$ cat src/rtl/cpot_pkg.sv
// ----------------------------------------------------------------------------
// cpot_pkg
// Shared constants, types and state codes of the convex polygon overlap test.
// ----------------------------------------------------------------------------
package cpot_pkg;

	localparam int MAX_VERTICES = 8;
	localparam int COORD_WIDTH = 16;
	localparam int CNT_W = $clog2(MAX_VERTICES + 1);
	localparam int IDX_W = $clog2(MAX_VERTICES);
	localparam int AXIS_W = COORD_WIDTH + 1;
	localparam int PROD_W = AXIS_W + COORD_WIDTH;
	localparam int DOT_W = PROD_W + 1;

	typedef struct packed {
		logic signed [COORD_WIDTH-1:0] x;
		logic signed [COORD_WIDTH-1:0] y;
	} vertex_t;

	typedef struct packed {
		logic shift;
		vertex_t din;
	} chain_ctl_t;

	typedef struct packed {
		logic valid;
		logic poly_b;
		logic first;
		vertex_t v;
	} feed_t;

	typedef enum logic [2:0] {
		ST_IDLE,
		ST_START,
		ST_AXIS,
		ST_PROJ,
		ST_DRAIN,
		ST_CHECK,
		ST_FINISH
	} state_t;

endpackage

$ cat src/rtl/cpot_proj.sv
// ----------------------------------------------------------------------------
// cpot_proj
// Projection unit: dot product of a vertex with the axis, then running
// minimum and maximum for each polygon.
// ----------------------------------------------------------------------------
module cpot_proj
	import cpot_pkg::*;
(
	input  logic                     clk,
	input  logic                     arst_n,
	input  feed_t                    feed,
	input  logic signed [AXIS_W-1:0] ax,
	input  logic signed [AXIS_W-1:0] ay,
	output logic signed [DOT_W-1:0]  lo_a,
	output logic signed [DOT_W-1:0]  hi_a,
	output logic signed [DOT_W-1:0]  lo_b,
	output logic signed [DOT_W-1:0]  hi_b
);

	logic signed [PROD_W-1:0] px_s1, py_s1;
	logic valid_s1, poly_b_s1, first_s1;
	logic signed [DOT_W-1:0] dot_s2;
	logic valid_s2, poly_b_s2, first_s2;
	logic signed [DOT_W-1:0] lo_a_q, hi_a_q, lo_b_q, hi_b_q;

	always_ff @(posedge clk or negedge arst_n) begin
		if (!arst_n) begin
			valid_s1 <= 1'b0;
			valid_s2 <= 1'b0;
		end else begin
			valid_s1 <= feed.valid;
			valid_s2 <= valid_s1;
		end
	end

	always_ff @(posedge clk) begin
		px_s1 <= ax * feed.v.x;
		py_s1 <= ay * feed.v.y;
		poly_b_s1 <= feed.poly_b;
		first_s1 <= feed.first;
		dot_s2 <= DOT_W'(px_s1) + DOT_W'(py_s1);
		poly_b_s2 <= poly_b_s1;
		first_s2 <= first_s1;
		if (valid_s2 && !poly_b_s2) begin
			if (first_s2 || dot_s2 < lo_a_q) lo_a_q <= dot_s2;
			if (first_s2 || dot_s2 > hi_a_q) hi_a_q <= dot_s2;
		end
		if (valid_s2 && poly_b_s2) begin
			if (first_s2 || dot_s2 < lo_b_q) lo_b_q <= dot_s2;
			if (first_s2 || dot_s2 > hi_b_q) hi_b_q <= dot_s2;
		end
	end

	assign lo_a = lo_a_q;
	assign hi_a = hi_a_q;
	assign lo_b = lo_b_q;
	assign hi_b = hi_b_q;

endmodule

$ cat config.mk
export PLATFORM = sky130hd
export DESIGN_NAME = cpot_proj
export DESIGN_NICKNAME = d
export VERILOG_FILES = /design/src/rtl/cpot_pkg.sv /design/src/rtl/cpot_proj.sv
export SDC_FILE = /design/constraint.sdc
export NUM_CORES = 2
export LEC_CHECK = 0
export ABC_CLOCK_PERIOD_IN_PS = 13700
export BUFFER_PORTS_ARGS = -buffer_cell sky130_fd_sc_hd__buf_2
export CORE_ASPECT_RATIO = 0.9
export CORE_MARGIN = 10
export CORE_UTILIZATION = 66
export CTS_CLUSTER_SIZE = 28
export DETAILED_ROUTE_END_ITERATION = 8
export HOLD_SLACK_MARGIN = 0.08
export MAX_ROUTING_LAYER = met4
export PLACE_DENSITY = 0.87
export RECOVER_POWER = 50
export SLEW_MARGIN = 25
export SYNTH_ARGS = -nofsm -noshare
export SYNTH_HDL_FRONTEND = slang
export SYNTH_SLANG_ARGS = --single-unit
$ cat constraint.sdc
create_clock -name clk -period 13.7 [get_ports clk]
set_input_delay 0.685 -clock clk [delete_from_list [all_inputs] [get_ports clk]]
set_output_delay 0.685 -clock clk [all_outputs]
set_load 0.05 [all_outputs]
* Word-level counts from Yosys, hierarchy flattened *
Cells that the tools add are included.

operators by class
  multiplexer cells = 0
  reductions and logical operators = 11
  equal/unequal tests = 0
  multipliers = 2
  bitwise operators = 0
  $add $sub $neg = 1
  divide/modulo/power cells = 0
  magnitude comparators = 4
  shifts and indexed selects = 0

operators by type and width
  cell               number
  $gt 34x34->1       2
  $lt 34x34->1       2
  $mul 17x16->33     2
  $add 33x33->34     1
  $reduce_and 2->1   4
  $logic_or 1x1->1   4
  $logic_and 1x1->1  2
  $logic_not 1->1    1

word-level totals
  bits in read-only memories = 0
  memories kept = 0
  word-level logic and storage cells = 31
  RAM bits = 0
  bits in latches = 0
  register bits = 242
  output and inout bits = 136

* Logic depth before layout (Yosys ltp) *
  depth in word-level cells = 3
  depth in mapped cells = 25
  gate-level depth less buffers = 23

* Least setup slack after synthesis *
Ideal clock, no wire load.

  path kind = input to register
  start = input feed[7] in the netlist's numbering
  end = register py_s1[32]
  path slack = 7.397 ns
  data arrival time = 6.230 ns
  cell stages on the path = 23
  path through = clkbuf_1 > clkbuf_1 > nand2_1 > fa_1 > inv_1 > fa_1 > fa_1 > fa_1 > fa_1 > inv_1 > fa_1 > inv_1 > ha_1 > clkbuf_1 > a21o_1 > a21o_1 > a211oi_1 > o21ai_0 > o221ai_1 > a21oi_1 > a211o_1 > a21oi_1 > xnor2_1

between the ends
  word-level cells in the longest chain between the ends = 1

ends and longest elaborated chain
  item                    RTL line         text
  start: declaration      cpot_proj.sv:11  input feed_t feed,
  $mul 17x16->33          cpot_proj.sv:38  py_s1 <= ay * feed.v.y;
  end signal: assignment  cpot_proj.sv:38
  end: declaration        cpot_proj.sv:20  logic signed [PROD_W-1:0] px_s1, py_s1;

No other way between the ends.
A chain may end at the register's enable or synchronous reset.

* Worst setup path in the final report *
  start = input feed[18] in the netlist's numbering
  end = register px_s1[31]

between the ends
  word-level cells in the longest chain between the ends = 1

ends and longest elaborated chain
  item                    RTL line         text
  $mul 17x16->33          cpot_proj.sv:37  px_s1 <= ax * feed.v.x;
  end signal: assignment  cpot_proj.sv:37
  end: declaration        cpot_proj.sv:20

No other way between the ends.

==> reports/qor.yml <==
status:
  status: "complete, no violations"
placed_design:
  io_buffers: 206
  routabilityCongestion: 0.946
  place_hpwl_um: 60800
setup_path:
  critical_path_buf_inv_count: 4
  regToRegSetupSlack_ns: 9.82
  rr_startpoint: "dot_s2[22]"
  crit_chain: "clkbuf_1 -> nand2_1 -> inv_1 -> fa_1 -> fa_1 -> fa_1 -> fa_1 -> fa_1 -> inv_1 -> fa_1 -> inv_1 -> ha_1 -> nand2_1 -> o21ai_0 -> a31oi_1 -> o21ai_0 -> a2111oi_0 -> o21bai_1 -> a21oi_1 -> xnor2_1"
  r2r-end: "lo_a[3]"
  cp_common_cell: "fa_1"
  critPathTopFamily: "adder cells"
  ff2ff_path_depth: 8
  cp_slowest_stage_delay_ns: 0.92
  cp_data_arrival_time_ns: 7.18
  cp-end-kind: "flop"
  crit_type: "in -> reg"
  crit_path_start_kind: "input pin"
  crit_slowest_cell: "fa_1"
  crit_fanout: 17
  cp_data_required_time_ns: 14.16
logic_synthesis:
  synthArstFlopShare: 0.00826
  yosys_warnings: 0
  synth_cell_types: 73
  syn_avg_cell_area_sq_um: 9.94
  synthCells: 3206
  synth_ff_type: "edfxtp_1"
  ys_ff_latch: 242
  syn_area_sq_um: 31900
  syn_nets: 4165
  synth-edff-count: 136
  ys_seq_area_frac: 0.195
drt:
  drt_iter0_markers: 1914
  antenna_left: 0
  wl_per_cell_um: 18.5
  drc: 0
  drt-pass1-iter-count: 8
  wirelength_um: 74200
  via_count: 23022
  via_per_inst: 5.74
final_layout:
  antenna_cells: 0
  area_growth_syn_to_layout_pct: 7.20
  seq_area_sq_um: 6220
  fin_nets: 4326
  multiInputGateArea_sq_um: 22500
  nFillCells: 3395
  drive_gt1_frac: 0.0496
sta:
  min_period_ns: 6.72
  post-route-period-util: 0.491
  skew_ns: 0.0273
  rsz0062_at_grt: "no"
  relSlewSlack: 0.358
  worst_pin_slew_ns: 0.938
  setup_viol: 0
  tns_ns: 0
  fmax_mhz: 149
  finalHoldViolations: 0
  final_max_slew_viol_count: 0
clock_network:
  htreeDepth: 1
  cts_buffers: 26
  cts_tree: "yes"
  clk_pin_slew_ns: 0.06
  cts_resized: 0
  cts_buffer_depth: 3
  clock_latency_ns: 0.55
  cts_sinks: 242
  cts_root_buf: "clkbuf_16"
global_route:
  grt_overflow: 0
  first_global_vias: 24526
  antenna_found_initial: 1
  grt_max_degree: 35
  grt_first_pass_wirelength_um: 124000
  grt_usage: 0.274
floorplanning:
  start_util: 0.666
  dieArea_sq_um: 57500
  die_width_um: 252
  ioPinCount: 207
  fp.dieH_um: 228
  placeableCoreArea_sq_um: 47800
  fp-row-count: 76
run:
  max_cap_viol_count: 0
hold_path:
  hold_path.startpoint: "feed[34]"
  worstHoldPathCells: 1
  hold_end: "valid_s1"
  min_path_type: "in -> reg"
[layout by cell type, fill, tap and decap left out, types with 52 or more instances in the layout]
cell type  netlist  layout
fa_1           553     553
o21ai_0         52      52
inv_1          757     757
dfxtp_1        104     104
xnor2_1         76      76
clkbuf_1        76     116
and2_1         263     260
a21oi_1        108     107
nand2_1        298     298
ha_1           335     335
a21o_1          90      90
edfxtp_1       136     136
nor2_1          77      76
buf_2            1     100
[state kept, by name, summed over array words and instances, names as in the netlist, 33 cells and up]
signal  count
py_s1      33
px_s1      33
lo_a       34
hi_b       34
hi_a       34
lo_b       34
dot_s2     34
[worst max-delay path by stage]
stage	from	to	slack (ns)	depth (start not counted)
after CTS	feed[17]	px_s1[31]	7.36	20
after global placement	feed[17]	px_s1[25]	7.09	21
after floorplan	feed[7]	py_s1[32]	7.40	23
final	feed[18]	px_s1[31]	6.98	20
after global routing	feed[18]	px_s1[31]	6.51	20
after detailed placement	feed[17]	px_s1[31]	6.94	21
[through the flow]
stage	instance area (sq um)	instances	setup slack [ns]	hold WS, ns	utilization
after floorplan	31900	3206	7.40	0.310	-
after detailed placement	33400	3961	6.94	0.315	0.699
after global placement	33400	3961	7.09	0.312	0.699
final	34100	4011	6.98	0.244	0.714
after global routing	34100	4011	6.51	0.231	0.714
after CTS	34300	4010	7.36	0.224	0.716
[kinds of logic after synthesis]
| family | count (synthesis) | synth area share |
|---|---|---|
| AOI/OAI and AO/OA | 369 | 0.0779 |
| DFF | 242 | 0.195 |
| buffers and inverters | 835 | 0.0989 |
| xor gates and xnor gates | 97 | 0.0267 |
| and+or+nand+nor | 775 | 0.122 |
| adders and majority gates | 888 | 0.479 |
[synthesized netlist by cell type (5+ instances only)]
cell type | count | share of area
or2_2 | 6 | 0.0012
a31oi_1 | 6 | 0.0012
ha_1 | 335 | 0.13
nor2b_1 | 11 | 0.0022
clkbuf_1 | 76 | 0.0090
a211oi_1 | 17 | 0.0040
inv_1 | 757 | 0.089
edfxtp_1 | 136 | 0.13
o211ai_1 | 10 | 0.0024
a21oi_1 | 108 | 0.017
a2111oi_0 | 5 | 0.0014
dfxtp_1 | 104 | 0.065
a21o_1 | 90 | 0.021
and2_1 | 263 | 0.052
nor2_1 | 77 | 0.0091
o21a_1 | 15 | 0.0035
nand2b_1 | 21 | 0.0041
a211o_1 | 6 | 0.0016
nand4_1 | 33 | 0.0065
xnor2_1 | 76 | 0.021
o21bai_1 | 12 | 0.0028
nand3_1 | 18 | 0.0028
nor3_1 | 18 | 0.0028
nand2_1 | 298 | 0.035
o221ai_1 | 5 | 0.0014
fa_1 | 553 | 0.35
and3_1 | 7 | 0.0014
nor4_1 | 6 | 0.0012
xor2_1 | 21 | 0.0058
o21ai_0 | 52 | 0.0082
[area by class of cell]
cell class	instances	share of cell area
clock buffer	38	0.0210
multi-input combinational	2129	0.660
timing repair buffer	211	0.0281
tap	624	0.0229
clock inverter	10	0.00330
sequential	242	0.182
inverter	757	0.0832
[worst register-to-register path, stage by stage (launching register included)]
cell and delay (ns):
dfxtp_1 0.46, ha_1 0.39, nand4_1 0.14, or3_1 0.46
a2111oi_0 0.82, a21oi_1 0.40, o31ai_1 0.47, a21oi_4 0.16
buf_4 0.29
[layer usage]
metal / vias to the layer above / track usage / share of wire
met1: 11441 / 0.330 / 0.37
met5: - / - / 0
met3: 233 / 0.0458 / 0.085
met2: 1060 / 0.451 / 0.49
li1: 10288 / - / -
met4: 0 / 0.119 / 0.051
[repair_timing]
item                                   4_1_cts  5_1_grt
buffers inserted                             0        0
hold buffers                                 1        0
endpoints found under the hold margin        2        0
Power is left out: the tool's default activity adds up to more than one toggle a clock period on the data nets, which glitch-free logic cannot reach.
